### config.mk
export PLATFORM = sky130hd
export DESIGN_NAME = tpi_exec
export DESIGN_NICKNAME = d
export VERILOG_FILES = /design/src/hw/rtl/tpi_pkg.sv /design/src/hw/rtl/tpi_exec.sv
export SDC_FILE = /design/constraint.sdc
export NUM_CORES = 1
export LEC_CHECK = 0
export ABC_AREA = 1
export BUFFER_PORTS_ARGS = -buffer_cell sky130_fd_sc_hd__buf_4
export CELL_PAD_IN_SITES_DETAIL_PLACEMENT = 1
export CELL_PAD_IN_SITES_GLOBAL_PLACEMENT = 1
export CORE_MARGIN = 2
export CORE_UTILIZATION = 35
export CTS_BUF_LIST = sky130_fd_sc_hd__clkbuf_4 sky130_fd_sc_hd__clkbuf_8
export DETAILED_ROUTE_END_ITERATION = 16
export PLACE_DENSITY_LB_ADDON = 0.1
export REMOVE_ABC_BUFFERS = 1
export SYNTH_ARGS = -nofsm -noshare
export SYNTH_HDL_FRONTEND = slang
export SYNTH_SLANG_ARGS = --single-unit
### constraint.sdc
create_clock -name aclk -period 16.1 [get_ports aclk]
set_input_delay 4.025 -clock aclk [delete_from_list [all_inputs] [get_ports aclk]]
set_output_delay 4.025 -clock aclk [all_outputs]
set_load 0.01 [all_outputs]
### src/hw/rtl/tpi_pkg.sv
package tpi_pkg;

    // Coordinate format: signed Q16.8 in 24 bits.
    localparam int POS_W   = 24;
    localparam int HEAD_W  = 7;
    localparam int ENTRY_W = 2 * POS_W + HEAD_W;
    localparam int DELTA_W = 20;
    localparam int SINE_W  = 25;

    // Heading in steps of 5 degrees.
    localparam logic [HEAD_W-1:0] HEADING_STEPS = 7'd72;
    localparam logic [HEAD_W-1:0] HEADING_RESET = 7'd9;
    localparam logic [HEAD_W-1:0] TURN_STEPS    = 7'd5;
    localparam logic [HEAD_W-1:0] QUARTER_STEPS = 7'd18;

    // Symbols that act.
    localparam logic [7:0] SYM_MOVE = 8'h46;
    localparam logic [7:0] SYM_CW   = 8'h2B;
    localparam logic [7:0] SYM_CCW  = 8'h2D;
    localparam logic [7:0] SYM_PUSH = 8'h5B;
    localparam logic [7:0] SYM_POP  = 8'h5D;

    // Input kinds.
    localparam logic KIND_START  = 1'b0;
    localparam logic KIND_SYMBOL = 1'b1;

    // Configuration register indexes.
    localparam logic [1:0] CFG_STEP_LENGTH = 2'd0;
    localparam logic [1:0] CFG_START_X     = 2'd1;
    localparam logic [1:0] CFG_START_Y     = 2'd2;

    // Operations handed from the issue stage to the execute stage.
    localparam logic [2:0] OP_NOP    = 3'd0;
    localparam logic [2:0] OP_START  = 3'd1;
    localparam logic [2:0] OP_MOVE   = 3'd2;
    localparam logic [2:0] OP_CW     = 3'd3;
    localparam logic [2:0] OP_CCW    = 3'd4;
    localparam logic [2:0] OP_PUSH   = 3'd5;
    localparam logic [2:0] OP_POP    = 3'd6;
    localparam logic [2:0] OP_FAULT  = 3'd7;

    typedef struct packed {
        logic       valid;
        logic [2:0] op;
        logic       fwd;
    } tpi_ex_t;

    typedef struct packed {
        logic        [9:0]  step_length;
        logic signed [15:0] start_x;
        logic signed [15:0] start_y;
    } tpi_cfg_t;

    // round(sin(k * 5 deg) * 2^24) for k = 0..18.
    function automatic logic [SINE_W-1:0] sine_quarter(input logic [4:0] k);
        logic [SINE_W-1:0] v;
        case (k)
            5'd0:    v = 25'd0;
            5'd1:    v = 25'd1462231;
            5'd2:    v = 25'd2913333;
            5'd3:    v = 25'd4342263;
            5'd4:    v = 25'd5738146;
            5'd5:    v = 25'd7090358;
            5'd6:    v = 25'd8388608;
            5'd7:    v = 25'd9623016;
            5'd8:    v = 25'd10784187;
            5'd9:    v = 25'd11863283;
            5'd10:   v = 25'd12852093;
            5'd11:   v = 25'd13743091;
            5'd12:   v = 25'd14529495;
            5'd13:   v = 25'd15205322;
            5'd14:   v = 25'd15765426;
            5'd15:   v = 25'd16205546;
            5'd16:   v = 25'd16522332;
            5'd17:   v = 25'd16713374;
            5'd18:   v = 25'd16777216;
            default: v = 25'd0;
        endcase
        return v;
    endfunction

    // Full-circle sine from the quarter table: returns {negative, magnitude}.
    function automatic logic [SINE_W:0] sine_full(input logic [HEAD_W-1:0] k);
        logic [HEAD_W-1:0] idx;
        logic              neg;
        if (k <= 7'd18) begin
            idx = k;
            neg = 1'b0;
        end else if (k <= 7'd36) begin
            idx = 7'd36 - k;
            neg = 1'b0;
        end else if (k <= 7'd54) begin
            idx = k - 7'd36;
            neg = 1'b1;
        end else begin
            idx = HEADING_STEPS - k;
            neg = 1'b1;
        end
        return {neg, sine_quarter(idx[4:0])};
    endfunction

    // Clamp a 25-bit signed sum to the signed 24-bit range.
    function automatic logic [POS_W-1:0] sat_pos(input logic signed [POS_W:0] v);
        logic [POS_W-1:0] r;
        if (v > 25'sd8388607) begin
            r = 24'h7FFFFF;
        end else if (v < -25'sd8388608) begin
            r = 24'h800000;
        end else begin
            r = v[POS_W-1:0];
        end
        return r;
    endfunction

endpackage

### src/hw/rtl/tpi_exec.sv
module tpi_exec #(
    parameter int STACK_DEPTH    = 64,
    parameter int TRIG_FRAC_BITS = 15,
    parameter int ADDR_W         = $clog2(STACK_DEPTH)
) (
    input  logic                         aclk,
    input  logic                         aresetn,
    input  tpi_pkg::tpi_cfg_t            cfg,
    input  tpi_pkg::tpi_ex_t             ex,
    input  logic [ADDR_W-1:0]            ex_addr,
    output logic                         ex_ready,
    output logic                         wr_en,
    output logic [ADDR_W-1:0]            wr_addr,
    output logic [tpi_pkg::ENTRY_W-1:0]  wr_data,
    input  logic [tpi_pkg::ENTRY_W-1:0]  rd_data,
    output logic                         m_tvalid,
    input  logic                         m_tready,
    output logic [47:0]                  m_tdata,
    output logic [1:0]                   m_tuser
);

    import tpi_pkg::*;

    // Trig value width and rounding constants.
    localparam int TW            = TRIG_FRAC_BITS + 1;
    localparam int TSH           = 24 - TRIG_FRAC_BITS;
    localparam logic [SINE_W-1:0] THALF = SINE_W'((1 << TSH) >> 1);
    localparam int PW            = 10 + TW;
    localparam int MSH           = TRIG_FRAC_BITS - 8;
    localparam logic [PW-1:0] MHALF = PW'((1 << MSH) >> 1);

    logic [POS_W-1:0]   x_reg, x_next;
    logic [POS_W-1:0]   y_reg, y_next;
    logic [HEAD_W-1:0]  h_reg, h_next;
    logic [ENTRY_W-1:0] last_push_reg;
    logic               m_valid_reg;
    logic [POS_W-1:0]   out_x_reg, out_y_reg;
    logic               out_new_reg, out_fault_reg;

    logic               produces, fire;
    logic               emit_new, emit_fault;
    logic [HEAD_W-1:0]  cos_idx, pop_h;
    logic [ENTRY_W-1:0] entry;
    logic [TW:0]        trig_c, trig_s;
    logic signed [DELTA_W-1:0] dx, dy;
    logic signed [POS_W:0]     sum_x, sum_y;

    // Sine of a heading index in TRIG_FRAC_BITS format: {negative, magnitude}.
    function automatic logic [TW:0] trig(input logic [HEAD_W-1:0] k);
        logic [SINE_W:0]   raw;
        logic [SINE_W-1:0] rnd;
        logic [TW-1:0]     mag;
        raw = sine_full(k);
        rnd = (raw[SINE_W-1:0] + THALF) >> TSH;
        mag = rnd[TW-1:0];
        return {raw[SINE_W] && (mag != '0), mag};
    endfunction

    // Step length times trig value in Q.8, rounded half away from zero.
    function automatic logic signed [DELTA_W-1:0] move(input logic [9:0] len,
                                                       input logic [TW:0] tr);
        logic [PW-1:0]      prod;
        logic [PW-1:0]      rnd;
        logic [DELTA_W-1:0] mag;
        prod = PW'(len) * PW'(tr[TW-1:0]);
        rnd  = (prod + MHALF) >> MSH;
        mag  = {1'b0, rnd[DELTA_W-2:0]};
        return tr[TW] ? -$signed(mag) : $signed(mag);
    endfunction

    assign produces = (ex.op == OP_START) || (ex.op == OP_MOVE) ||
                      (ex.op == OP_POP) || (ex.op == OP_FAULT);
    assign ex_ready = !ex.valid || !produces || !m_valid_reg || m_tready;
    assign fire     = ex.valid && ex_ready;

    // Move deltas from the current heading.
    always_comb begin
        cos_idx = (h_reg >= HEADING_STEPS - QUARTER_STEPS) ?
                  h_reg - (HEADING_STEPS - QUARTER_STEPS) : h_reg + QUARTER_STEPS;
        trig_c  = trig(cos_idx);
        trig_s  = trig(h_reg);
        dx      = move(cfg.step_length, trig_c);
        dy      = move(cfg.step_length, trig_s);
        sum_x   = $signed({x_reg[POS_W-1], x_reg}) + (POS_W + 1)'(dx);
        sum_y   = $signed({y_reg[POS_W-1], y_reg}) - (POS_W + 1)'(dy);
    end

    // Restored entry, taken from the bypass when the push has only just been written.
    always_comb begin
        entry = ex.fwd ? last_push_reg : rd_data;
        pop_h = entry[ENTRY_W-1 -: HEAD_W];
        if (pop_h >= HEADING_STEPS) begin
            pop_h = pop_h - HEADING_STEPS;
        end
    end

    // Turtle update for each operation.
    always_comb begin
        x_next     = x_reg;
        y_next     = y_reg;
        h_next     = h_reg;
        emit_new   = 1'b0;
        emit_fault = 1'b0;
        case (ex.op)
            OP_START: begin
                x_next   = {cfg.start_x, 8'h00};
                y_next   = {cfg.start_y, 8'h00};
                h_next   = HEADING_RESET;
                emit_new = 1'b1;
            end
            OP_MOVE: begin
                x_next = sat_pos(sum_x);
                y_next = sat_pos(sum_y);
            end
            OP_CW: begin
                h_next = (h_reg >= TURN_STEPS) ? h_reg - TURN_STEPS :
                         h_reg + (HEADING_STEPS - TURN_STEPS);
            end
            OP_CCW: begin
                h_next = (h_reg >= HEADING_STEPS - TURN_STEPS) ?
                         h_reg - (HEADING_STEPS - TURN_STEPS) : h_reg + TURN_STEPS;
            end
            OP_POP: begin
                x_next   = entry[POS_W-1:0];
                y_next   = entry[2*POS_W-1:POS_W];
                h_next   = pop_h;
                emit_new = 1'b1;
            end
            OP_FAULT: emit_fault = 1'b1;
            default: begin
            end
        endcase
    end

    assign wr_en   = fire && (ex.op == OP_PUSH);
    assign wr_addr = ex_addr;
    assign wr_data = {h_reg, y_reg, x_reg};

    always_ff @(posedge aclk) begin
        if (!aresetn) begin
            x_reg       <= '0;
            y_reg       <= '0;
            h_reg       <= HEADING_RESET;
            m_valid_reg <= 1'b0;
        end else begin
            if (fire) begin
                x_reg <= x_next;
                y_reg <= y_next;
                h_reg <= h_next;
            end
            if (fire && produces) begin
                m_valid_reg <= 1'b1;
            end else if (m_tready) begin
                m_valid_reg <= 1'b0;
            end
        end
    end

    // Result register and push bypass.
    always_ff @(posedge aclk) begin
        if (fire && produces) begin
            out_x_reg     <= x_next;
            out_y_reg     <= y_next;
            out_new_reg   <= emit_new;
            out_fault_reg <= emit_fault;
        end
        if (wr_en) begin
            last_push_reg <= wr_data;
        end
    end

    assign m_tvalid = m_valid_reg;
    assign m_tdata  = {out_y_reg, out_x_reg};
    assign m_tuser  = {out_fault_reg, out_new_reg};

endmodule

==> metrics.txt <==
status complete, no violations; clock sink count 161; TritonCTS buffer count 17; dpl hpwl 64.0 mm; filler instances slightly above 8000; largest net degree at the start of global routing 57; Via-to-Cell Ratio between 5 and 6; clk_skew 0.0166 ns; CTS Hold Buffers Added 0; share of layout cells above drive strength 1 0.117; via count 21200; Clock Root Buffer clkbuf_8; maximum clock path buffer count 2; IO Count 225; Worst-path clk slew 0.10 ns; Tightest Pin Transition roughly 1.1 ns; Seq/Total Area, Yosys 0.182; Worst-Skew Late Latency 0.53 ns; most frequent CP cell nor2_1; post-synthesis register bit count between 150 and 200; P&R area growth vs syn 11.5%; PostCTS Resize Cnt 0; Final Max Tran Viols 0; fin cells 4172; DRC errors left 0; Fmax 0.0691 GHz; Primary FF master, synth edfxtp_1; Setup-failing EPs final 0; Initial Utilization 0.355; drt first pass iters 5; Rows 94; remaining global-route overflow 0; Synth Cell Area 23500 µm²; placed inst area 25800 µm²; syn avg cell area 7.44 µm²; crit path DAT about 15 ns; worst hold slack 0.474 ns; max FFs per register 55; die height 263 µm; gp weighted congestion 0.883; DR iter-0 viols 942; Final Net Count 3856; Synth Warn # 0; unrepaired setup endpoints after global routing false; Setup Buffers After CTS 0; die width approximately 260 µm; WS Path Type flop to flop; ys async rst share 0; fin crit share 0.898; wire per inst roughly 19 µm; die area a little under 70000 µm²; H-tree levels 4; first-pass GRT wire length 127 mm; crit path capture type flop; HP Class flop to flop; min cycle time layout between 10 and 15 ns; Synth Instances 3153; Setup TNS 0 ns; Tot GR Track Use 0.229; CP peak stage delay just under 0.8 ns; final hold violation count 0; TritonCTS clock tree built; antenna-violating nets left 0; Yosys cell types 68; Max FO, Critical Path 21; Post-synth EDFFs roughly 110; Non-Filler Cell Area, Final 26200 µm²; max-cap check violation count 0; port bufs 212; slew margin rel. 0.290; # placed instances 4139; crit start category flop; vias in the first global route 23000; CP Data Required Time 16.57 ns; crit path max-delay cell type a22oi_2; routed wire length roughly 79 mm; initial antenna violation count 1; Core Area about 66000 µm²
Yosys cell counts, types with 4 or more instances:
master	instances	area, µm²
clkinv_1	5	18.8
edfxtp_1	105	3150
o21bai_1	9	67.6
nand3_1	115	576
buf_2	15	75.1
nor2_1	349	1310
nor2_2	9	56.3
a41oi_1	11	96.3
mux2i_1	7	70.1
o21ai_1	9	45.0
fa_1	224	4480
o31ai_1	6	45.0
clkbuf_1	72	270
nand2_1	736	2760
or2_2	29	181
a21oi_1	181	906
o221ai_1	5	43.8
o211a_1	4	40.0
buf_4	14	105
inv_1	489	1840
nor4_1	7	43.8
nand4_1	32	200
o21ai_0	119	596
a211oi_1	21	158
dfxtp_1	56	1120
nand2_2	26	163
xor2_1	87	762
nand3_2	4	40.0
ha_1	227	2840
inv_2	18	67.6
nor3_1	24	120
o211ai_1	23	173
xnor2_1	31	272
o21a_1	4	30.0
a21oi_2	4	35.0
a21o_1	4	30.0
a31oi_1	16	100
nand2_4	5	56.3
stage by stage:
step            util  setup slack [ns]
4_1_cts        0.396              1.44
6_report       0.396              1.64
3_3_place_gp   0.390              1.97
5_1_grt        0.396            0.0961
3_5_place_dp   0.390              1.51
2_1_floorplan      -              2.09
path summary, 6_finish.rpt:
| path | to | start | cells after the start | slack [ns] |
|---|---|---|---|---|
| setup / recovery | y_reg[19] | h_reg[1] | 64 | 1.64 |
| hold / removal | last_push_reg[24] | y_reg[0] | 0 | 0.47 |
| setup reg to reg | y_reg[19] | h_reg[1] | 64 | 1.64 |
| hold reg to reg | last_push_reg[24] | y_reg[0] | 0 | 0.47 |
cells in the final DEF (no fill, tap or decap), types with 4 or more instances in the layout:
cell type and instances:
edfxtp_1 105, a21o_1 4, o221ai_1 5, o21bai_1 9, clkinv_1 5, nand2_1 736, a211oi_1 21, nand3_2 4
mux2i_1 7, a21oi_2 4, or2_2 29, ha_1 227, xnor2_1 31, a41oi_1 11, dfxtp_1 56, inv_1 487
nand2_2 26, nor3_1 23, clkbuf_8 17, nor4_1 7, nand2_4 5, buf_4 228, a31oi_1 16, o21ai_1 9
inv_2 21, inv_6 6, inv_8 4, o31ai_1 6, nand3_1 115, o211ai_1 23, nor2_4 4, a21oi_1 181
nor2_2 9, o21a_1 4, fa_1 224, nand4_1 32, o21ai_0 119, nor2_1 348, o211a_1 4, xor2_1 87
layout make-up:
type | count | area (µm²) | area share
Multi-Input combinational cell | 2369 | 16700 | 0.640
Sequential cell | 161 | 4270 | 0.163
Inverter | 517 | 1960 | 0.0750
Timing Repair Buffer | 228 | 1710 | 0.0654
Tap cell | 864 | 1080 | 0.0413
Clock buffer | 17 | 234 | 0.00895
Clock inverter | 15 | 145 | 0.00555
Antenna cell | 1 | 2.50 | 0.0000957
critical path: cells and delay by family, from the launching register on:
| family | cells | cell delay (ns) |
|---|---|---|
| AOI/OAI and AO/OA | 15 | 4.32 |
| adders and majority gates | 9 | 3.71 |
| and+or+nand+nor | 25 | 3.65 |
| buffers and inverters | 12 | 1.30 |
| xor gates and xnor gates | 3 | 0.73 |
| DFF | 1 | 0.65 |
routing by layer:
metal | vias up | global-route usage | part of all wire
met2 | 352 | 0.399 | 0.48
met3 | 40 | 0.0222 | 0.030
met5 | - | 0 | 0
li1 | 10300 | - | -
met4 | 0 | 0.0417 | 0.0095
met1 | 10500 | 0.309 | 0.48
cells by family after synthesis:
group,synth area share
DFF,0.182
adders and majority gates,0.312
AOI/OAI and AO/OA,0.109
and+or+nand+nor,0.241
buffers and inverters,0.105
xor gates and xnor gates,0.0482
muxes,0.00299
Power is not shown: default switching activity piles up to over one toggle a cycle in this logic, so the estimate is an artifact.
