$ cat src/hw/rtl/tpi_ram.sv
module tpi_ram #(
    parameter int WIDTH  = 8,
    parameter int DEPTH  = 64,
    parameter int ADDR_W = $clog2(DEPTH)
) (
    input  logic              aclk,
    input  logic              wr_en,
    input  logic [ADDR_W-1:0] wr_addr,
    input  logic [WIDTH-1:0]  wr_data,
    input  logic              rd_en,
    input  logic [ADDR_W-1:0] rd_addr,
    output logic [WIDTH-1:0]  rd_data
);

    logic [WIDTH-1:0] mem [DEPTH];
    logic [WIDTH-1:0] rd_data_reg;

    // Single write port, registered read port returning old data on a collision.
    always_ff @(posedge aclk) begin
        if (wr_en) begin
            mem[wr_addr] <= wr_data;
        end
        if (rd_en) begin
            rd_data_reg <= mem[rd_addr];
        end
    end

    assign rd_data = rd_data_reg;

endmodule

$ cat config.mk
export PLATFORM = sky130hd
export DESIGN_NAME = tpi_ram
export DESIGN_NICKNAME = d
export VERILOG_FILES = /design/src/hw/rtl/tpi_ram.sv
export SDC_FILE = /design/constraint.sdc
export NUM_CORES = 1
export LEC_CHECK = 0
export BUFFER_PORTS_ARGS = -buffer_cell sky130_fd_sc_hd__buf_4
export CORE_ASPECT_RATIO = 0.75
export CORE_MARGIN = 4
export CORE_UTILIZATION = 45
export DETAILED_ROUTE_END_ITERATION = 7
export GPL_TIMING_DRIVEN = 0
export SYNTH_ARGS = -nofsm -noshare
export SYNTH_HDL_FRONTEND = slang
export SYNTH_SLANG_ARGS = --single-unit
$ cat constraint.sdc
create_clock -name aclk -period 4.3 [get_ports aclk]
set_input_delay 0.215 -clock aclk [delete_from_list [all_inputs] [get_ports aclk]]
set_output_delay 0.215 -clock aclk [all_outputs]
set_load 0.02 [all_outputs]
==> results of run 1 <==
cell families (layout without fill, tap and decap cells):
group | after synthesis | after routing | synth area share, %
mux | 162 | 162 | 15.88
simple gates | 153 | 153 | 3.374
flops | 520 | 520 | 77.12
compound gates | 54 | 54 | 2.064
buf+inv | 51 | 166 | 1.563
Yosys cell counts, types with 3 or more instances:
cell | count | share of area (%)
sky130_fd_sc_hd__edfxtp_1 | 520 | 77
sky130_fd_sc_hd__mux4_2 | 126 | 14
sky130_fd_sc_hd__nor2_1 | 83 | 1.5
sky130_fd_sc_hd__mux2i_1 | 23 | 1.1
sky130_fd_sc_hd__nand2_1 | 19 | 0.35
sky130_fd_sc_hd__clkbuf_1 | 17 | 0.32
sky130_fd_sc_hd__nor2b_1 | 14 | 0.43
sky130_fd_sc_hd__buf_4 | 13 | 0.48
sky130_fd_sc_hd__mux2_2 | 13 | 0.72
sky130_fd_sc_hd__nand3_1 | 13 | 0.32
sky130_fd_sc_hd__buf_2 | 11 | 0.27
sky130_fd_sc_hd__o221ai_1 | 8 | 0.35
sky130_fd_sc_hd__o22ai_1 | 8 | 0.25
sky130_fd_sc_hd__nand2b_1 | 7 | 0.22
sky130_fd_sc_hd__nor3_1 | 7 | 0.17
sky130_fd_sc_hd__a221oi_1 | 6 | 0.26
sky130_fd_sc_hd__a211oi_1 | 4 | 0.15
sky130_fd_sc_hd__buf_1 | 4 | 0.074
sky130_fd_sc_hd__buf_6 | 4 | 0.22
sky130_fd_sc_hd__a21oi_1 | 3 | 0.074
sky130_fd_sc_hd__a22oi_1 | 3 | 0.11
sky130_fd_sc_hd__nand3b_1 | 3 | 0.11
sky130_fd_sc_hd__o2111ai_1 | 3 | 0.13
sky130_fd_sc_hd__o2bb2ai_1 | 3 | 0.13
worst max path at each step:
stage | slack, ps | depth (start not counted) | to | from
final | 1600 | 8 | rd_data[6]$_DFFE_PP_ | rd_addr[1]
after detailed placement | 1040 | 7 | rd_data[3]$_DFFE_PP_ | rd_addr[1]
after global placement | 1050 | 7 | rd_data[5]$_DFFE_PP_ | rd_addr[1]
after floorplan | 2280 | 7 | rd_data[3]$_DFFE_PP_ | rd_addr[1]
after CTS | 1640 | 7 | rd_data[3]$_DFFE_PP_ | rd_addr[1]
after global routing | 1500 | 8 | rd_data[6]$_DFFE_PP_ | rd_addr[1]
worst register-to-register path: cells and delay by family (launching register included):
family	cells	cell delay, ps
simple gates	1	280
mux	2	830
compound gates	2	540
flops	1	360
layer usage:
layer | vias to the layer above | GRT usage, % | part of all wire [%]
met5 | - | 0 | 0
li1 | 4083 | - | -
met1 | 5274 | 33.57 | 45
met4 | 0 | 4.304 | 1.9
met3 | 68 | 6.660 | 11
met2 | 490 | 28.12 | 41
final cells by class:
| type | count | area share [%] |
|---|---|---|
| clock inverter | 33 | 1.337 |
| tap | 586 | 3.223 |
| multi-input combinational | 369 | 18.97 |
| timing repair buffer | 24 | 0.7921 |
| clock buffer | 58 | 5.633 |
| sequential | 520 | 68.65 |
| buffer | 51 | 1.392 |
through the flow:
step / hold WS [ps] / cells / instance area, sq um / total power [mW]
floorplan: 313.9 / 940 / 20250 / 6.045
global placement: 571.6 / 1548 / 21150 / 6.308
detailed placement: 575.3 / 1548 / 21150 / 6.320
CTS: 97.56 / 1640 / 22740 / 10.59
global route: 91.99 / 1641 / 22750 / 10.86
finish: 108.6 / 1641 / 22750 / 10.53
report_power, final:
part           total (mW)  switching [mW]  internal [mW]
clock                4.31            1.88           2.44
combinational       0.583           0.379          0.204
sequential           5.63         0.00886           5.62
what timing repair did:
item,4_1_cts,5_1_grt
gates resized for setup,0,0
hold buffers,1,0
hold endpoints to repair,8,0
==> run summary, run 1 <==
The flow ran to the end, and the final reports show no timing, DRC or antenna violations. In this run the critical register-to-register path is captured at rd_data[4]$_DFFE_PP_. The cell family contributing the most delay on the critical path is buffers and inverters.

The total nets after synthesis is 963, and the final weighted congestion in routability-driven placement is 0.8733. Once routing completed, OpenROAD measured the worst setup slack at 1595 ps. The count of buffer and inverter cells on the critical path is 4, and the iteration count of the initial detailed-routing pass is 5.

Capture endpoint of the worst hold path: rd_data[5]$_DFFE_PP_. The synthesized netlist occupies a cell area of 20,250 sq um. Unique cell type count in the Yosys netlist: 39. The startpoint identified for the worst register-to-register timing path is mem[29][4]$_DFFE_PP_. Synthesis produced 940 cells. The worst pin sits at a relative slew slack of 18.93%. Setup repair after global routing left no endpoint under its margin.

The first global-routing pass estimated 71.48 mm of wire. The total via count after detailed routing was 9,915; the mean routed wirelength per cell was 30.38 um. The register with the most flip-flops in the layout has 512 of them. The total area inside the core boundary comes to 44,600 sq um. For the count of filler cells inserted in the layout, the log shows 3,545.

The critical path goes through buf_4 > buf_2 > buf_4 > buf_2 > nor2_1 > nor4_1 > nor3_1 > o32ai_1. The library cells used most frequently in the layout, excluding fill and tap cells, are 520 x sky130_fd_sc_hd__edfxtp_1, 126 x sky130_fd_sc_hd__mux4_2, 83 x sky130_fd_sc_hd__nor2_1. Entering global routing, the biggest net connects 65 pins. Across the run, the number of max-cap violations was 0.

For this design the top-level I/O count stands at 31. After detailed routing, the total wire length is 49.85 mm. Leaving out fill and tap cells, the most frequent cell in the layout is sky130_fd_sc_hd__edfxtp_1.

The final count of pins violating max slew is 0, and the ratio of cells with drive above 1 in the final layout is 25.12%. TritonCTS built the clock tree. Prior to clock tree synthesis, the placed netlist has a worst setup slack of 1037 ps.

The logs give 3 for the maximum clock path buffer count and 50 for the number of buffers added by the clock tree synthesis step. Derived from the worst setup path, the maximum achievable clock frequency is 369.7 MHz. The worst hold path belongs to the class in2reg. The layout overhead on the synthesized area was 12.34%; the number of enable flip-flop cells after synthesis was 520.

Cell depth of the worst hold path: 2. The routed design could run at a clock period as short as 2705 ps. The fraction of the core area covered by cells at the end of the flow was 51.00%. The count of nets left with antenna violations once routing finished came out at 0.

From left edge to right edge, the die measures 252.9 um. The tools report the number of hold violations in the final report as 0. The number of synthesis warnings is 0, and the port buffer count is 22. The most used flip-flop cell after synthesis is sky130_fd_sc_hd__edfxtp_1. The mean cell area of the mapped netlist is 21.54 sq um. The vertical extent of the die was 191.7 um.

Dividing the detail-routed via count by the number of cells gives 6.042. Clock-pin slew was measured on the worst setup and hold paths at 60 ps. The clock arrives with 21.00 ps of skew. The tools report the critical path data arrival time as 2980 ps. Along the worst path, the maximum fanout reaches 10. Across the VDD grid, the largest voltage drop is 464.4 uV.

The via count of the first global-routing pass is 9,677, and the multi-input gate area in the final layout is 4315 sq um. The setup check on the worst reg-to-reg path leaves a slack of 2000 ps. The number of setup buffers added after CTS is 0. The net count of the finished layout is 1,039, and the level count of the clock H-tree is 2. Library cell contributing the largest single delay on the critical path: sky130_fd_sc_hd__o32ai_1. Setup violations remaining at the end of the flow were counted as 0. The static leakage was 7.017 nW; the clock latency reported for the late side of the worst-skew pair was 580 ps. In the synthesized netlist the async set-or-reset flop fraction comes to 0%. The initial antenna violation count is 0, and the number of storage elements in the synthesis netlist is 520. Detailed placement finished with a half-perimeter wire length of 31.90 mm.

Critical path launch point type: a primary input. For this run, the register share of the synthesized area comes to 77.12%. The critical path in this run is classified as in2reg. The number of placement rows is 67, and the worst reg2reg path depth is 5.

The tools report the beginning of the worst hold path as rd_addr[5]. For this configuration, the core starts out at a cell density of 45.40%. The delay of the slowest cell on the worst path is 620 ps, and the total die area is 48,490 sq um.

At the pin with the least slew margin, the transition time is 1207 ps. The worst setup path is captured at a flop. Remaining routing DRC violations: 0. The overall global routing resource usage was 20.91%.

After routing, the total negative slack on setup checks comes to 0 ps. The logs give 0 for the antenna cell count and 1,226 for the number of design-rule violations left by the first detailed-router iteration. For the total overflow reported by the global router, the log shows 0. In the final layout, flip-flops and latches occupy 15,620 sq um.

The final critical path takes up 62.90% of the cycle. The tree is rooted in a sky130_fd_sc_hd__clkbuf_16. The required arrival time at the worst endpoint came out at 4580 ps. The total clock sinks was 520; the areal power density over the cells was 462.8 nW/um^2.
Note: power is estimated with default switching activity, not from simulation.
==> run 2, diff against run 1 <==
--- a/config.mk
+++ b/config.mk
@@ -5,6 +5,7 @@
 export SDC_FILE = /design/constraint.sdc
 export NUM_CORES = 1
 export LEC_CHECK = 0
+export ABC_AREA = 1
 export BUFFER_PORTS_ARGS = -buffer_cell sky130_fd_sc_hd__buf_4
 export CORE_ASPECT_RATIO = 0.75
 export CORE_MARGIN = 4
==> constraint.sdc (replaced) <==
create_clock -name aclk -period 2.4 [get_ports aclk]
set_input_delay 0.12 -clock aclk [delete_from_list [all_inputs] [get_ports aclk]]
set_output_delay 0.12 -clock aclk [all_outputs]
set_load 0.02 [all_outputs]
==> run summary, run 2 <==
The tools report the startpoint of the most critical register-to-register path as mem[25][3]$_DFFE_PP_ (was mem[29][4]$_DFFE_PP_). The via count of the first global-routing pass is 13,430 (was 9,677), and the flip-flop count of the largest register, all copies and words added is 512 (unchanged). Type of element capturing the critical path: a flop (unchanged).

The total overflow reported by the global router was 0 (unchanged). The initial cell density of the core came out at 46.02% (was 45.40%). The total via count after detailed routing is 14,620 (was 9,915), and the number of storage elements in the synthesis netlist is 520 (unchanged).

The clock-pin slew of the registers on the worst-case setup and hold paths is 60 ps (about the same). The level count of the clock H-tree is 2 (unchanged), and the layout overhead on the synthesized area is 12.24% (was 12.34%). The number of ports placed on the die boundary is 31 (unchanged). For the number of cells after detailed placement, the log shows 2,465 (was 1,548). The type of the worst setup path is in2reg (unchanged). Setup repair after global routing left no endpoint under its margin. Mean routed wirelength per cell: 25.04 um (was 30.38 um). TritonCTS built the clock tree. The relative slew slack was 18.63% (was 18.93%). The leading cell type by number of instances after synthesis is sky130_fd_sc_hd__nand2_1 (was sky130_fd_sc_hd__edfxtp_1). The areal power density over the cells came out at 795.8 nW/um^2 (was 462.8 nW/um^2). The ratio of cells with drive above 1 in the final layout came out at 10.12% (was 25.12%). The proportion of synthesized flip-flops having asynchronous set or reset is 0% (unchanged), and the global-route wire length before repair is 92.63 mm (was 71.48 mm). The tools report the capture endpoint of the worst hold path as mem[51][7]$_DFFE_PP_ (was rd_data[5]$_DFFE_PP_).

The sequential fraction of the synthesis area is 72.90% (was 77.12%). The root buffer selected by CTS is sky130_fd_sc_hd__clkbuf_16 (unchanged). The main flop type after synthesis is sky130_fd_sc_hd__edfxtp_1 (unchanged). Commonest cells after routing, fill and taps aside: 648 x sky130_fd_sc_hd__nand2_1, 520 x sky130_fd_sc_hd__edfxtp_1, 439 x sky130_fd_sc_hd__nand3_1 (was 520 x sky130_fd_sc_hd__edfxtp_1, 126 x sky130_fd_sc_hd__mux4_2, 83 x sky130_fd_sc_hd__nor2_1). Final instance count without filler cells: 2,556 (was 1,641).

The slew at the pin with the worst max-slew slack is 1216 ps (was 1207 ps), and the setup TNS is 0 ps (unchanged). The worst hold slack after final layout was 133.3 ps (was 108.6 ps). The static leakage came out at 8.648 nW (was 7.017 nW). The logs give 0 (unchanged) for the final count of negative-setup-slack endpoints and 0 (unchanged) for the number of instances resized during post-cts repair. The total die area came out at 51,190 sq um (was 48,490 sq um). The mean cell area of the mapped netlist came out at 11.87 sq um (was 21.54 sq um). The critical-path maximum fanout is 9 (was 10). Cell types occupying the most area after synthesis: sky130_fd_sc_hd__edfxtp_1 73%, sky130_fd_sc_hd__nand2_1 11%, sky130_fd_sc_hd__nand3_1 10% (was sky130_fd_sc_hd__edfxtp_1 77%, sky130_fd_sc_hd__mux4_2 14%, sky130_fd_sc_hd__nor2_1 1.5%). The worst reg2reg path depth is 8 (was 5), and the cell depth of the worst hold path is 1 (was 2). The tools report the critical path launch point type as a primary input (unchanged). For the total clock sinks, the log shows 520 (unchanged). The worst path uses 86.47% of the clock period. The antenna violation net count after detailed routing was 0 (unchanged); the unique cell type count in the Yosys netlist was 15 (was 39). The area share of the largest cell type after synthesis was 72.90% (was 77.12%).

The tools report the total nets after synthesis as 1,828 (was 963). The pin count of the biggest net entering global routing was 65 (unchanged). The run gives 23.09 ps (was 21.00 ps) as the clock skew after layout. The port buffer count is 22 (unchanged). The terminus of the critical flop-to-flop path is rd_data[3]$_DFFE_PP_ (was rd_data[4]$_DFFE_PP_). The vertical extent of the die works out to 196.9 um (was 191.7 um). For the mapped cell area, the log shows 21,420 sq um (was 20,250 sq um). The logs give 1,911 (was 1,039) for the net count of the finished layout and 50 (unchanged) for the number of buffers added by the clock tree synthesis step.

The initial antenna violation count came out at 1 (was 0). The tools report the number of design-rule violations left by the first detailed-router iteration as 2,314 (was 1,226). Top post-synthesis cells by count: 648 x sky130_fd_sc_hd__nand2_1, 520 x sky130_fd_sc_hd__edfxtp_1, 439 x sky130_fd_sc_hd__nand3_1, 56 x sky130_fd_sc_hd__nor2_1, 37 x sky130_fd_sc_hd__buf_2 (was 520 x sky130_fd_sc_hd__edfxtp_1, 126 x sky130_fd_sc_hd__mux4_2, 83 x sky130_fd_sc_hd__nor2_1, 23 x sky130_fd_sc_hd__mux2i_1, 19 x sky130_fd_sc_hd__nand2_1).

For this run, the top clock speed supported by timing is 481.9 MHz. The beginning of the worst hold path was wr_data[7] (was rd_addr[5]). The number of enable flip-flop cells after synthesis was 520 (unchanged). The minimum clock period after layout is 2075 ps. The core footprint came out at 46,540 sq um (was 44,600 sq um). The flow ran to the end, and the final reports show no timing, DRC or antenna violations. The iteration count of the initial detailed-routing pass was 8 (was 5). The worst min-delay path class is in2reg (unchanged). The number of hold buffers added after cts was 1 (unchanged); the remaining routing DRC violations was 0 (unchanged).

The run gives 0 (unchanged) as the max-cap violation count. The final weighted congestion in routability-driven placement was 0.9468 (was 0.8733). The tools report the overall global routing resource usage as 24.96% (was 20.91%).

The number of hold violations in the final report was 0 (unchanged). The required arrival time at the worst endpoint was 2590 ps (was 4580 ps). The die extent in x is 259.9 um (was 252.9 um), and the HPWL reported at the end of detailed placement is 42.97 mm (was 31.90 mm). The logs give 635.3 uV (was 464.4 uV) for the worst-case vdd ir drop and 68 (was 67) for the number of placement rows. The antenna cell count is 0 (unchanged), and the setup fix buffers added after clock tree synthesis is 0 (unchanged).

The tools report the routed wire length as 64.01 mm (was 49.85 mm). The number of vias per cell after detailed routing is 5.718 (was 6.042). Register-to-register setup slack: 730 ps (was 2000 ps). The tools report the total power of the final layout as 19.13 mW (was 10.53 mW). Cell accounting for the most synthesized area: sky130_fd_sc_hd__edfxtp_1 (unchanged).

The run gives 0 (unchanged) as the final count of pins violating max slew. Most common library cell in the layout ignoring fill and taps: sky130_fd_sc_hd__nand2_1 (was sky130_fd_sc_hd__edfxtp_1). The tools report the synthesized instance count as 1,805 (was 940). The maximum clock path buffer count is 3 (unchanged), and the number of synthesis warnings is 0 (unchanged). The clock latency reported for the late side of the worst-skew pair came out at 580 ps (about the same). For the critical path data arrival time, the log shows 2260 ps (was 2980 ps).
run 2: changes by cell type in the layout (fill, tap and decap cells not counted), moves of 10 or more:
cell	previous run	this run
sky130_fd_sc_hd__nand2_1	19	648
sky130_fd_sc_hd__buf_6	4	35
sky130_fd_sc_hd__inv_1	0	10
sky130_fd_sc_hd__nor2b_1	14	0
sky130_fd_sc_hd__buf_2	11	37
sky130_fd_sc_hd__mux2_2	13	0
sky130_fd_sc_hd__nand3_1	13	439
sky130_fd_sc_hd__mux2i_1	23	0
sky130_fd_sc_hd__nor2_1	83	56
sky130_fd_sc_hd__mux4_2	126	0
run 2: worst max path at each step:
stage,startpoint,to
2_1_floorplan,wr_en,mem[48][0]$_DFFE_PP_
3_3_place_gp,wr_en,mem[54][1]$_DFFE_PP_
3_5_place_dp,wr_addr[0],mem[2][0]$_DFFE_PP_
4_1_cts,wr_addr[0],mem[2][4]$_DFFE_PP_
5_1_grt,wr_addr[0],mem[2][4]$_DFFE_PP_
6_report,wr_addr[1],mem[9][1]$_DFFE_PP_
run 2: report_power, final:
group          internal (mW)  leakage, nW  total [mW]  switching (mW)
logic                  0.352         3.20        1.40            1.05
registers               10.1         4.69        10.1          0.0167
clock network           4.30        0.761        7.65            3.35
total                   14.7         8.65        19.1            4.41
run 2: cell type report:
type,instances,area (sq um)
Tap cell,630,788.3
Clock buffer,60,1310
Inverter,12,50.05
Fill cell,4040,22500
Multi-Input combinational cell,1160,4996
Buffer,113,808.3
Timing Repair Buffer,31,235.2
Clock inverter,30,239.0
Sequential cell,520,15620
run 2: per-layer routing:
layer | global-route usage [%] | up-vias | part of all wire, %
li1 | - | 6535 | -
met4 | 5.473 | 2 | 2.1
met5 | 0 | - | 0.020
met1 | 39.70 | 7106 | 45
met2 | 33.90 | 877 | 40
met3 | 7.219 | 95 | 13
run 2: cells by family (layout without fill, tap and decap cells):
group         after synthesis  count (layout)  synth area share, %
simple gates             1160            1160                23.09
flops                     520             520                72.90
buf+inv                   125             246                4.007
run 2: per-stage QoR:
stage | setup WS, ps | util (%) | instance area, sq um
after floorplan | 513.9 | - | 21420
after global placement | -565.0 | 48.07 | 22370
after detailed placement | -135.0 | 48.31 | 22480
after CTS | 465.1 | 51.66 | 24040
after global routing | 299.0 | 51.66 | 24040
final | 324.8 | 51.66 | 24040
run 2: critical path, stage by stage:
cell and delay (ps):
sky130_fd_sc_hd__clkbuf_1 230, sky130_fd_sc_hd__inv_1 320, sky130_fd_sc_hd__nand4_1 530, sky130_fd_sc_hd__nor2_1 1050
