==> src/hw/rtl/tpi_pkg.sv <==
package tpi_pkg;

    // Coordinate format: signed Q16.8 in 24 bits.
    localparam int POS_W   = 24;
    localparam int HEAD_W  = 7;
    localparam int ENTRY_W = 2 * POS_W + HEAD_W;
    localparam int DELTA_W = 20;
    localparam int SINE_W  = 25;

    // Heading in steps of 5 degrees.
    localparam logic [HEAD_W-1:0] HEADING_STEPS = 7'd72;
    localparam logic [HEAD_W-1:0] HEADING_RESET = 7'd9;
    localparam logic [HEAD_W-1:0] TURN_STEPS    = 7'd5;
    localparam logic [HEAD_W-1:0] QUARTER_STEPS = 7'd18;

    // Symbols that act.
    localparam logic [7:0] SYM_MOVE = 8'h46;
    localparam logic [7:0] SYM_CW   = 8'h2B;
    localparam logic [7:0] SYM_CCW  = 8'h2D;
    localparam logic [7:0] SYM_PUSH = 8'h5B;
    localparam logic [7:0] SYM_POP  = 8'h5D;

    // Input kinds.
    localparam logic KIND_START  = 1'b0;
    localparam logic KIND_SYMBOL = 1'b1;

    // Configuration register indexes.
    localparam logic [1:0] CFG_STEP_LENGTH = 2'd0;
    localparam logic [1:0] CFG_START_X     = 2'd1;
    localparam logic [1:0] CFG_START_Y     = 2'd2;

    // Operations handed from the issue stage to the execute stage.
    localparam logic [2:0] OP_NOP    = 3'd0;
    localparam logic [2:0] OP_START  = 3'd1;
    localparam logic [2:0] OP_MOVE   = 3'd2;
    localparam logic [2:0] OP_CW     = 3'd3;
    localparam logic [2:0] OP_CCW    = 3'd4;
    localparam logic [2:0] OP_PUSH   = 3'd5;
    localparam logic [2:0] OP_POP    = 3'd6;
    localparam logic [2:0] OP_FAULT  = 3'd7;

    typedef struct packed {
        logic       valid;
        logic [2:0] op;
        logic       fwd;
    } tpi_ex_t;

    typedef struct packed {
        logic        [9:0]  step_length;
        logic signed [15:0] start_x;
        logic signed [15:0] start_y;
    } tpi_cfg_t;

    // round(sin(k * 5 deg) * 2^24) for k = 0..18.
    function automatic logic [SINE_W-1:0] sine_quarter(input logic [4:0] k);
        logic [SINE_W-1:0] v;
        case (k)
            5'd0:    v = 25'd0;
            5'd1:    v = 25'd1462231;
            5'd2:    v = 25'd2913333;
            5'd3:    v = 25'd4342263;
            5'd4:    v = 25'd5738146;
            5'd5:    v = 25'd7090358;
            5'd6:    v = 25'd8388608;
            5'd7:    v = 25'd9623016;
            5'd8:    v = 25'd10784187;
            5'd9:    v = 25'd11863283;
            5'd10:   v = 25'd12852093;
            5'd11:   v = 25'd13743091;
            5'd12:   v = 25'd14529495;
            5'd13:   v = 25'd15205322;
            5'd14:   v = 25'd15765426;
            5'd15:   v = 25'd16205546;
            5'd16:   v = 25'd16522332;
            5'd17:   v = 25'd16713374;
            5'd18:   v = 25'd16777216;
            default: v = 25'd0;
        endcase
        return v;
    endfunction

    // Full-circle sine from the quarter table: returns {negative, magnitude}.
    function automatic logic [SINE_W:0] sine_full(input logic [HEAD_W-1:0] k);
        logic [HEAD_W-1:0] idx;
        logic              neg;
        if (k <= 7'd18) begin
            idx = k;
            neg = 1'b0;
        end else if (k <= 7'd36) begin
            idx = 7'd36 - k;
            neg = 1'b0;
        end else if (k <= 7'd54) begin
            idx = k - 7'd36;
            neg = 1'b1;
        end else begin
            idx = HEADING_STEPS - k;
            neg = 1'b1;
        end
        return {neg, sine_quarter(idx[4:0])};
    endfunction

    // Clamp a 25-bit signed sum to the signed 24-bit range.
    function automatic logic [POS_W-1:0] sat_pos(input logic signed [POS_W:0] v);
        logic [POS_W-1:0] r;
        if (v > 25'sd8388607) begin
            r = 24'h7FFFFF;
        end else if (v < -25'sd8388608) begin
            r = 24'h800000;
        end else begin
            r = v[POS_W-1:0];
        end
        return r;
    endfunction

endpackage

==> src/hw/rtl/tpi_issue.sv <==
module tpi_issue #(
    parameter int STACK_DEPTH = 64,
    parameter int ADDR_W      = $clog2(STACK_DEPTH),
    parameter int LVL_W       = $clog2(STACK_DEPTH + 1)
) (
    input  logic              aclk,
    input  logic              aresetn,
    input  logic              s_tvalid,
    output logic              s_tready,
    input  logic [7:0]        s_tdata,
    input  logic [0:0]        s_tuser,
    output tpi_pkg::tpi_ex_t  ex,
    output logic [ADDR_W-1:0] ex_addr,
    input  logic              ex_ready,
    output logic              rd_en,
    output logic [ADDR_W-1:0] rd_addr
);

    import tpi_pkg::*;

    tpi_ex_t           ex_reg, ex_next;
    logic [ADDR_W-1:0] ex_addr_reg, ex_addr_next;
    logic [LVL_W-1:0]  level_reg, level_next;
    logic              accept;
    logic [2:0]        op;
    logic [LVL_W-1:0]  level_dec;

    assign s_tready  = !ex_reg.valid || ex_ready;
    assign accept    = s_tvalid && s_tready;
    assign level_dec = level_reg - LVL_W'(1);

    // Decode the request and track the stack level ahead of the execute stage.
    always_comb begin
        op           = OP_NOP;
        level_next   = level_reg;
        ex_addr_next = ex_addr_reg;
        if (s_tuser[0] == KIND_START) begin
            op         = OP_START;
            level_next = '0;
        end else begin
            case (s_tdata)
                SYM_MOVE: op = OP_MOVE;
                SYM_CW:   op = OP_CW;
                SYM_CCW:  op = OP_CCW;
                SYM_PUSH: begin
                    if (level_reg == LVL_W'(STACK_DEPTH)) begin
                        op = OP_FAULT;
                    end else begin
                        op           = OP_PUSH;
                        ex_addr_next = level_reg[ADDR_W-1:0];
                        level_next   = level_reg + LVL_W'(1);
                    end
                end
                SYM_POP: begin
                    if (level_reg == '0) begin
                        op = OP_FAULT;
                    end else begin
                        op           = OP_POP;
                        ex_addr_next = level_dec[ADDR_W-1:0];
                        level_next   = level_dec;
                    end
                end
                default: op = OP_NOP;
            endcase
        end
    end

    // A pop right behind a push reads the entry the push writes in the same cycle.
    always_comb begin
        ex_next = ex_reg;
        if (accept) begin
            ex_next.valid = 1'b1;
            ex_next.op    = op;
            ex_next.fwd   = ex_reg.valid && (ex_reg.op == OP_PUSH) && ex_ready;
        end else if (ex_ready) begin
            ex_next.valid = 1'b0;
        end
    end

    always_ff @(posedge aclk) begin
        if (!aresetn) begin
            ex_reg    <= '0;
            level_reg <= '0;
        end else begin
            ex_reg <= ex_next;
            if (accept) begin
                level_reg <= level_next;
            end
        end
    end

    always_ff @(posedge aclk) begin
        if (accept) begin
            ex_addr_reg <= ex_addr_next;
        end
    end

    assign rd_en   = accept && (op == OP_POP);
    assign rd_addr = ex_addr_next;
    assign ex      = ex_reg;
    assign ex_addr = ex_addr_reg;

endmodule

==> config.mk <==
export PLATFORM = sky130hd
export DESIGN_NAME = tpi_issue
export DESIGN_NICKNAME = d
export VERILOG_FILES = /design/src/hw/rtl/tpi_pkg.sv /design/src/hw/rtl/tpi_issue.sv
export SDC_FILE = /design/constraint.sdc
export NUM_CORES = 1
export LEC_CHECK = 0
export ABC_AREA = 1
export BUFFER_PORTS_ARGS = -buffer_cell sky130_fd_sc_hd__clkbuf_2
export CAP_MARGIN = 20
export CORE_AREA = 2 2 82 84
export DETAILED_ROUTE_END_ITERATION = 8
export DIE_AREA = 0 0 84 86
export HOLD_SLACK_MARGIN = 0.1
export PLACE_DENSITY_LB_ADDON = 0.15
export SLEW_MARGIN = 15
export SYNTH_ARGS = -nofsm -noshare
export SYNTH_HDL_FRONTEND = slang
export SYNTH_SLANG_ARGS = --single-unit
export TNS_END_PERCENT = 1
==> constraint.sdc <==
create_clock -name aclk -period 4.5 [get_ports aclk]
set_input_delay 0.675 -clock aclk [delete_from_list [all_inputs] [get_ports aclk]]
set_output_delay 0.675 -clock aclk [all_outputs]
set_load 0.005 [all_outputs]
==> impl_metrics.sql, run 1 <==
INSERT INTO impl_metrics (metric_group, metric, value, unit) VALUES
('status', 'outcome', 'complete, no violations', ''),
('worst_setup_path', 'timing.critical_path.to_type', 'output pin', ''),
('layout', 'mostFrequentLayoutCell', 'sky130_fd_sc_hd__nand2_1', ''),
('route', 'detailed_router_s_first_iteration_violation_count', '68', ''),
('yosys', 'synth.yosys.warnings', '0', ''),
('route', 'drt-vias-per-instance', '4.37', ''),
('clock_tree', 'cts_inserted_buffers', '3', ''),
('sta', 'timing.final.hold_violations', '0', ''),
('worst_setup_path', 'largest_fanout_on_the_critical_path', '12', ''),
('power_and_ir_drop', 'p_leak', '0.901', 'nW'),
('sta', 'fmax', '356', 'MHz'),
('clock_tree', 'clkLatencyLatePin', '0.27', 'ns'),
('sta', 'fin_skew', '0.0111', 'ns'),
('hold_path', 'worstHoldPathCells', '2', ''),
('sta', 'fin_crit', '2.81', 'ns'),
('yosys', 'synth_top_area_share', '19.0', '%'),
('yosys', 'synth_area_per_cell', '6.30', 'um2'),
('sta', 'slew-limit-headroom', '69.2', '%'),
('layout', 'syn2layout_area_growth', '15.6', '%'),
('floorplan', 'io-pin-count', '32', ''),
('floorplan', 'chip_width', '84', 'um'),
('global_route', 'first_global_vias', '1511', ''),
('layout', 'largest_register_ffs', '7', ''),
('layout', 'leading_cell_types_in_the_layout_fill_and_taps_excluded', 'sky130_fd_sc_hd__nand2_1 (78), sky130_fd_sc_hd__nor2_1 (37), sky130_fd_sc_hd__clkbuf_2 (31)', ''),
('yosys', 'mappedNetlistNets', '260', ''),
('power_and_ir_drop', 'total_power_divided_by_cell_area', '235', 'mW/mm2'),
('sta', 'final-setup-viol-count', '0', ''),
('route', 'antenna_left', '0', ''),
('place', 'placement.setup.worst_slack', '1.68', 'ns'),
('power_and_ir_drop', 'p_comb_share', '24.9', '%'),
('sta', 'timing_worst_slew_pin_value', '0.462', 'ns'),
('layout', 'postLayoutCoreUtil', '28.4', '%'),
('clock_tree', 'clockRootBuffer', 'sky130_fd_sc_hd__clkbuf_8', ''),
('power_and_ir_drop', 'power.ir.vdd_worst', '86.1', 'uV'),
('yosys', 'synth.yosys.seq_area_share', '27.2', '%'),
('power_and_ir_drop', 'power_report.internal_total', '0.278', 'mW'),
('power_and_ir_drop', 'netSwitchingPower', '0.142', 'mW'),
('global_route', 'globalRouteOverflowTotal', '0', ''),
('route', 'routed_vias', '1530', ''),
('place', 'dp_hpwl', '3150', 'um'),
('global_route', 'initial_antenna_violation_count', '0', ''),
('sta', 'finalMaxSlewViolations', '0', ''),
('clock_tree', 'postCtsHoldBufs', '0', ''),
('yosys', 'area_contributors_post_synth', 'sky130_fd_sc_hd__nand2_1 (19%), sky130_fd_sc_hd__dfxtp_1 (16%), sky130_fd_sc_hd__edfxtp_1 (12%)', ''),
('route', 'drc_errors', '0', ''),
('route', 'drt_pre_antenna_iters', '4', ''),
('run', 'timing.max_cap.violations', '0', ''),
('hold_path', 'worst_hold_path_type', 'flop to flop', ''),
('sta', 'hold_slack', '0.515', 'ns'),
('sta', 'timing.setup.tns', '0', 'ns'),
('worst_setup_path', 'worst_r2r_path_depth', '9', ''),
('layout', 'drive_above_1_share', '22.7', '%'),
('sta', 'worst_setup_slack_final', '1.69', 'ns'),
('yosys', 'syn-instance-count', '245', ''),
('clock_tree', 'clk_pin_slew_worst_paths', '0.08', 'ns'),
('floorplan', 'core-area', '0.00628', 'mm2'),
('clock_tree', 'cts-root-to-sink-buffers', '2', ''),
('place', 'numPortBuffers', '31', ''),
('clock_tree', 'cts_post_setup_buffers_inserted', '0', ''),
('worst_setup_path', 'cp.required', '3.83', 'ns'),
('route', 'wl_per_cell', '11.5', 'um'),
('floorplan', 'floorplan.initialDensity', '24.6', '%'),
('yosys', 'yosys_register_bits', '18', ''),
('sta', 'final_min_period_over_clock_period', '62.5', '%'),
('worst_setup_path', 'critical_path_arrival', '2.14', 'ns'),
('yosys', 'synth.largest_area_cell', 'sky130_fd_sc_hd__nand2_1', ''),
('layout', 'antenna-diode-count', '0', ''),
('layout', 'layout.nets', '289', ''),
('floorplan', 'fp.dieH', '86', 'um'),
('yosys', 'synth.cell_area', '0.00154', 'mm2'),
('clock_tree', 'cts_tree', 'built', '');
[routing by layer]
metal | global-route usage [%] | vias up | wire [um]
met5 | 0 | - | 0
li1 | - | 825 | -
met2 | 19.2 | 37 | 1750
met1 | 16.8 | 663 | 2030
met4 | 3.96 | 0 | 56
met3 | 1.54 | 5 | 181
[Yosys cell counts, drive strengths merged]
| cell | number |
|---|---|
| a21oi | 6 |
| a22oi | 1 |
| and2 | 1 |
| buf | 6 |
| clkbuf | 1 |
| clkinv | 1 |
| dfxtp | 12 |
| edfxtp | 6 |
| ha | 2 |
| inv | 32 |
| nand2 | 84 |
| nand3 | 25 |
| nand4 | 4 |
| nor2 | 44 |
| nor3 | 1 |
| o211ai | 3 |
| o21ai | 11 |
| or2 | 1 |
| xnor2 | 1 |
| xor2 | 3 |
[metrics by stage]
stage / area [um2] / power (mW) / cells
finish: 1780 / 0.419 / 350
global route: 1780 / 0.448 / 350
global placement: 1740 / 0.302 / 346
floorplan: 1540 / 0.269 / 245
CTS: 1780 / 0.426 / 350
detailed placement: 1740 / 0.300 / 346
[final cells by class]
class / count / area (um2)
Multi-Input combinational cell: 187 / 943
Timing Repair Buffer: 31 / 155
Clock inverter: 1 / 3.75
Sequential cell: 18 / 420
Clock buffer: 3 / 41.3
Fill cell: 698 / 4490
Inverter: 33 / 124
Tap cell: 77 / 96.3
[cell families (layout without fill, tap and decap cells)]
group	after synthesis	count (layout)	synth area share, %
flip-flops	18	18	27.2
adder cells (fa/ha/maj)	2	2	1.62
buffers and inverters	40	68	11.7
AO/OA/AOI/OAI	21	21	8.43
XOR/XNOR	4	4	2.27
AND/OR/NAND/NOR	160	160	48.8
[power by group through the flow]
stage               Clock (mW)  Sequential, mW  Combinational (mW)
floorplan                    0           0.190              0.0790
global placement             0           0.196               0.106
detailed placement           0           0.196               0.105
CTS                      0.128           0.192               0.105
global route             0.134           0.194               0.120
finish                   0.124           0.192               0.104
[worst max-delay path, stage by stage]
cell and delay (ns):
sky130_fd_sc_hd__clkbuf_2 0.09, sky130_fd_sc_hd__inv_2 0.05, sky130_fd_sc_hd__nand2_1 0.09, sky130_fd_sc_hd__nor2_4 0.18
sky130_fd_sc_hd__nand2_2 0.21, sky130_fd_sc_hd__nor2_1 0.28, sky130_fd_sc_hd__inv_1 0.09, sky130_fd_sc_hd__nor2_1 0.09
sky130_fd_sc_hd__a21oi_1 0.05, sky130_fd_sc_hd__o21ai_1 0.18, sky130_fd_sc_hd__clkbuf_2 0.14
[path summary, 6_finish.rpt]
check	startpoint	endpoint	slack, ns
hold / removal	ex[2]	ex[2]	0.52
setup reg to reg	level_reg[0]	ex_addr[3]	2.64
hold reg to reg	ex[2]	ex[2]	0.52
setup / recovery	s_tdata[7]	rd_addr[3]	1.69
Power figures use the tool's default switching activity.
==> inputs of run 2 (changes only) <==
--- a/config.mk
+++ b/config.mk
@@ -5,12 +5,12 @@
 export SDC_FILE = /design/constraint.sdc
 export NUM_CORES = 1
 export LEC_CHECK = 0
-export ABC_AREA = 1
+export ABC_AREA = 0
 export BUFFER_PORTS_ARGS = -buffer_cell sky130_fd_sc_hd__clkbuf_2
 export CAP_MARGIN = 20
-export CORE_AREA = 2 2 82 84
+export CORE_AREA = 2 2 80 82
 export DETAILED_ROUTE_END_ITERATION = 8
-export DIE_AREA = 0 0 84 86
+export DIE_AREA = 0 0 82 84
 export HOLD_SLACK_MARGIN = 0.1
 export PLACE_DENSITY_LB_ADDON = 0.15
 export SLEW_MARGIN = 15
==> constraint.sdc (replaced) <==
create_clock -name aclk -period 2.5 [get_ports aclk]
set_input_delay 0.375 -clock aclk [delete_from_list [all_inputs] [get_ports aclk]]
set_output_delay 0.375 -clock aclk [all_outputs]
set_load 0.005 [all_outputs]
==> run 2 against run 1 <==
  * Sequential power grew 65%
  * Largest cell class unchanged
  * Sequential share of layout area shrank 0.74 points
  * Cell area grew 3.9%
  * Hold slack lost 0.15 ns
  * Utilization grew 2.0 points
==> impl_metrics.sql, run 2 <==
INSERT INTO impl_metrics (metric_group, metric, value, unit) VALUES
('status', 'outcome', 'complete, no violations', ''),
('yosys', 'mappedNetlistNets', '194', ''),
('layout', 'drive_above_1_share', '30.6', '%'),
('clock_tree', 'cts-root-to-sink-buffers', '2', ''),
('layout', 'layout.nets', '232', ''),
('layout', 'largest_register_ffs', '7', ''),
('yosys', 'synth.cell_area', '0.00147', 'mm2'),
('yosys', 'synthSimpleGateAreaFrac', '35.0', '%'),
('yosys', 'synth.yosys.seq_area_share', '28.7', '%'),
('global_route', 'grt_first_pass_wirelength', '7450', 'um'),
('yosys', 'syn-instance-count', '179', ''),
('yosys', 'synth.yosys.warnings', '0', ''),
('floorplan', 'fp.dieH', '84', 'um'),
('worst_setup_path', 'critical_path_arrival', '2.07', 'ns'),
('layout', 'design_area', '0.00185', 'mm2'),
('clock_tree', 'cts_num_sinks', '18', ''),
('sta', 'final_min_period_over_clock_period', '97.9', '%'),
('clock_tree', 'cts_tree', 'built', ''),
('sta', 'fmax', '409', 'MHz'),
('worst_setup_path', 'largest_fanout_on_the_critical_path', '3', ''),
('clock_tree', 'postCtsHoldBufs', '0', ''),
('worst_setup_path', 'critical_path_class', 'flop to output pin', ''),
('sta', 'finalMaxSlewViolations', '0', ''),
('sta', 'rsz0062_at_grt', 'true', ''),
('layout', 'mostFrequentLayoutCell', 'sky130_fd_sc_hd__clkbuf_2', ''),
('yosys', 'synth_area_per_cell', '8.19', 'um2'),
('yosys', 'most_frequent_cells_after_synthesis', 'sky130_fd_sc_hd__nand2_1 (18), sky130_fd_sc_hd__nand3_1 (14), sky130_fd_sc_hd__a21oi_1 (12), sky130_fd_sc_hd__dfxtp_1 (12), sky130_fd_sc_hd__nor2_1 (12)', ''),
('route', 'drt_pre_antenna_iters', '4', ''),
('layout', 'syn2layout_area_growth', '26.5', '%'),
('yosys', 'synthArstFlopShare', '0', '%'),
('floorplan', 'core-area', '0.00610', 'mm2'),
('global_route', 'globalRouteOverflowTotal', '0', ''),
('clock_tree', 'cts_inserted_buffers', '3', ''),
('sta', 'fin_skew', '0.00531', 'ns'),
('sta', 'timing.final.hold_violations', '0', ''),
('layout', 'seqCellArea', '423', 'um2'),
('yosys', 'synth.largest_area_cell', 'sky130_fd_sc_hd__dfxtp_1', ''),
('yosys', 'yosys_register_bits', '18', ''),
('global_route', 'initial_antenna_violation_count', '0', ''),
('place', 'place_area', '0.00173', 'mm2'),
('route', 'detailed_router_s_first_iteration_violation_count', '78', ''),
('sta', 'hold_slack', '0.361', 'ns'),
('route', 'routed_wirelength', '4670', 'um'),
('layout', 'antenna-diode-count', '0', ''),
('layout', 'multi_input_comb_area', '1000', 'um2'),
('yosys', 'synth-edff-count', '6', ''),
('worst_setup_path', 'cp.required', '2.12', 'ns'),
('yosys', 'synth_compound_area_share', '24.8', '%'),
('clock_tree', 'clkLatencyLatePin', '0.26', 'ns'),
('worst_setup_path', 'timing.critical_path.to_type', 'output pin', ''),
('yosys', 'post_synth_fa_ha_maj_area_fraction', '1.71', '%'),
('place', 'gp_congestion', '0.761', ''),
('sta', 'final-setup-viol-count', '0', ''),
('yosys', 'synth.distinct_cells', '60', ''),
('place', 'dp_hpwl', '3450', 'um'),
('clock_tree', 'clockRootBuffer', 'sky130_fd_sc_hd__clkbuf_8', ''),
('yosys', 'area_contributors_post_synth', 'sky130_fd_sc_hd__dfxtp_1 (16%), sky130_fd_sc_hd__edfxtp_1 (12%), sky130_fd_sc_hd__nand3_1 (4.8%)', ''),
('route', 'antenna_left', '0', ''),
('clock_tree', 'clk_pin_slew_worst_paths', '0.08', 'ns'),
('power_and_ir_drop', 'p_leak', '0.701', 'nW'),
('hold_path', 'worst_hold_path_type', 'primary input to flop', ''),
('yosys', 'muxShareOfSynthArea', '2.13', '%'),
('yosys', 'synth_top_area_share', '16.4', '%'),
('global_route', 'first_global_vias', '1403', ''),
('place', 'numPortBuffers', '31', ''),
('floorplan', 'fp.dieArea', '0.00689', 'mm2'),
('floorplan', 'chip_width', '82', 'um'),
('power_and_ir_drop', 'power.ir.vdd_worst', '253', 'uV'),
('hold_path', 'worstHoldPathCells', '3', ''),
('route', 'wl_per_cell', '16.0', 'um'),
('route', 'routed_vias', '1495', ''),
('sta', 'fin_crit', '2.45', 'ns'),
('route', 'drt-vias-per-instance', '5.10', ''),
('sta', 'timing_worst_slew_pin_value', '0.528', 'ns'),
('global_route', 'grtUsageTotal', '14.0', '%'),
('run', 'timing.max_cap.violations', '0', ''),
('yosys', 'post_synthesis_xor_xnor_area_fraction', '1.79', '%'),
('yosys', 'synth_most_common_cell', 'sky130_fd_sc_hd__nand2_1', ''),
('power_and_ir_drop', 'finalPower', '0.671', 'mW'),
('floorplan', 'io-pin-count', '32', ''),
('yosys', 'ys_dominant_reg_cell', 'sky130_fd_sc_hd__dfxtp_1', ''),
('sta', 'slew-limit-headroom', '64.7', '%'),
('worst_setup_path', 'critical_path.startpoint_type', 'flop', ''),
('floorplan', 'placement_rows', '29', ''),
('clock_tree', 'htreeDepth', '1', ''),
('global_route', 'largest_net_degree_at_the_start_of_global_routing', '15', ''),
('layout', 'leading_cell_types_in_the_layout_fill_and_taps_excluded', 'sky130_fd_sc_hd__clkbuf_2 (31), sky130_fd_sc_hd__nand2_1 (18), sky130_fd_sc_hd__nand3_1 (14)', ''),
('worst_setup_path', 'worst_r2r_path_depth', '8', ''),
('floorplan', 'floorplan.initialDensity', '24.0', '%'),
('route', 'drc_errors', '0', ''),
('layout', 'nFillCells', '671', ''),
('yosys', 'largest_family_of_logic_cells_by_synthesized_area', 'simple AND/OR/NAND/NOR gates', ''),
('power_and_ir_drop', 'total_power_divided_by_cell_area', '362', 'mW/mm2');
==> run 2: cell count changes after synthesis, sizes merged, moves of 4 or more <==
cell and change:
a31oi +4, a21oi +6, nor2 -31, nand2 -65
nand4 -4, clkbuf +4, inv -26, or4 +4
nand2b +4, nand3 -11
==> run 2: area by class of cell <==
class	count	area share, %
Timing Repair Buffer	44	13.6
Clock buffer	4	2.97
Sequential cell	18	22.8
Inverter	7	1.42
Tap cell	77	5.20
Multi-Input combinational cell	143	53.9
==> run 2: kinds of logic after synthesis <==
family	count (synthesis)
buf+inv	18
flops	18
xor+xnor	3
simple gates	82
mux	3
compound gates	53
fa+ha+maj	2
==> run 2: metal layers <==
metal	global-route usage, %	wire (um)
met1	20.2	2400
met4	3.94	75
met3	2.71	143
met5	0	0
met2	21.0	2060
==> run 2: worst max-delay path: stages (launching register included) <==
cell and delay (ns):
sky130_fd_sc_hd__dfxtp_2 0.33, sky130_fd_sc_hd__inv_2 0.07, sky130_fd_sc_hd__ha_4 0.13, sky130_fd_sc_hd__or3b_4 0.40, sky130_fd_sc_hd__nor4_1 0.38, sky130_fd_sc_hd__o32ai_1 0.15
sky130_fd_sc_hd__a22o_1 0.23, sky130_fd_sc_hd__clkbuf_2 0.12
==> run 2: power by group <==
part           internal, mW  switching, mW
Sequential            0.312        0.00532
Combinational        0.0400         0.0593
Clock                 0.140          0.114
==> run 2: what timing repair did <==
item                       CTS  global route
setup endpoints to repair    6             7
resized for setup           10             3
pin swaps                    5             7
setup buffers                1             2
==> run 2: path summary, 6_finish.rpt <==
path	start	to	slack [ns]
setup reg to reg	level_reg[1]	ex_addr[5]	0.46
setup / recovery	level_reg[1]	rd_addr[4]	0.05
hold / removal	ex_ready	ex[0]	0.36
hold reg to reg	ex[0]	ex[0]	0.46
==> run 2: through the flow <==
| step | setup TNS [ns] | util (%) | cells | setup WS, ns |
|---|---|---|---|---|
| detailed placement | 0 | 28.4 | 286 | 0.172 |
| floorplan | 0 | - | 179 | 0.272 |
| global placement | 0 | 28.4 | 286 | 0.212 |
| CTS | -0.00440 | 30.0 | 291 | -0.00440 |
| global route | -0.353 | 30.4 | 293 | -0.0794 |
| finish | 0 | 30.4 | 293 | 0.0527 |
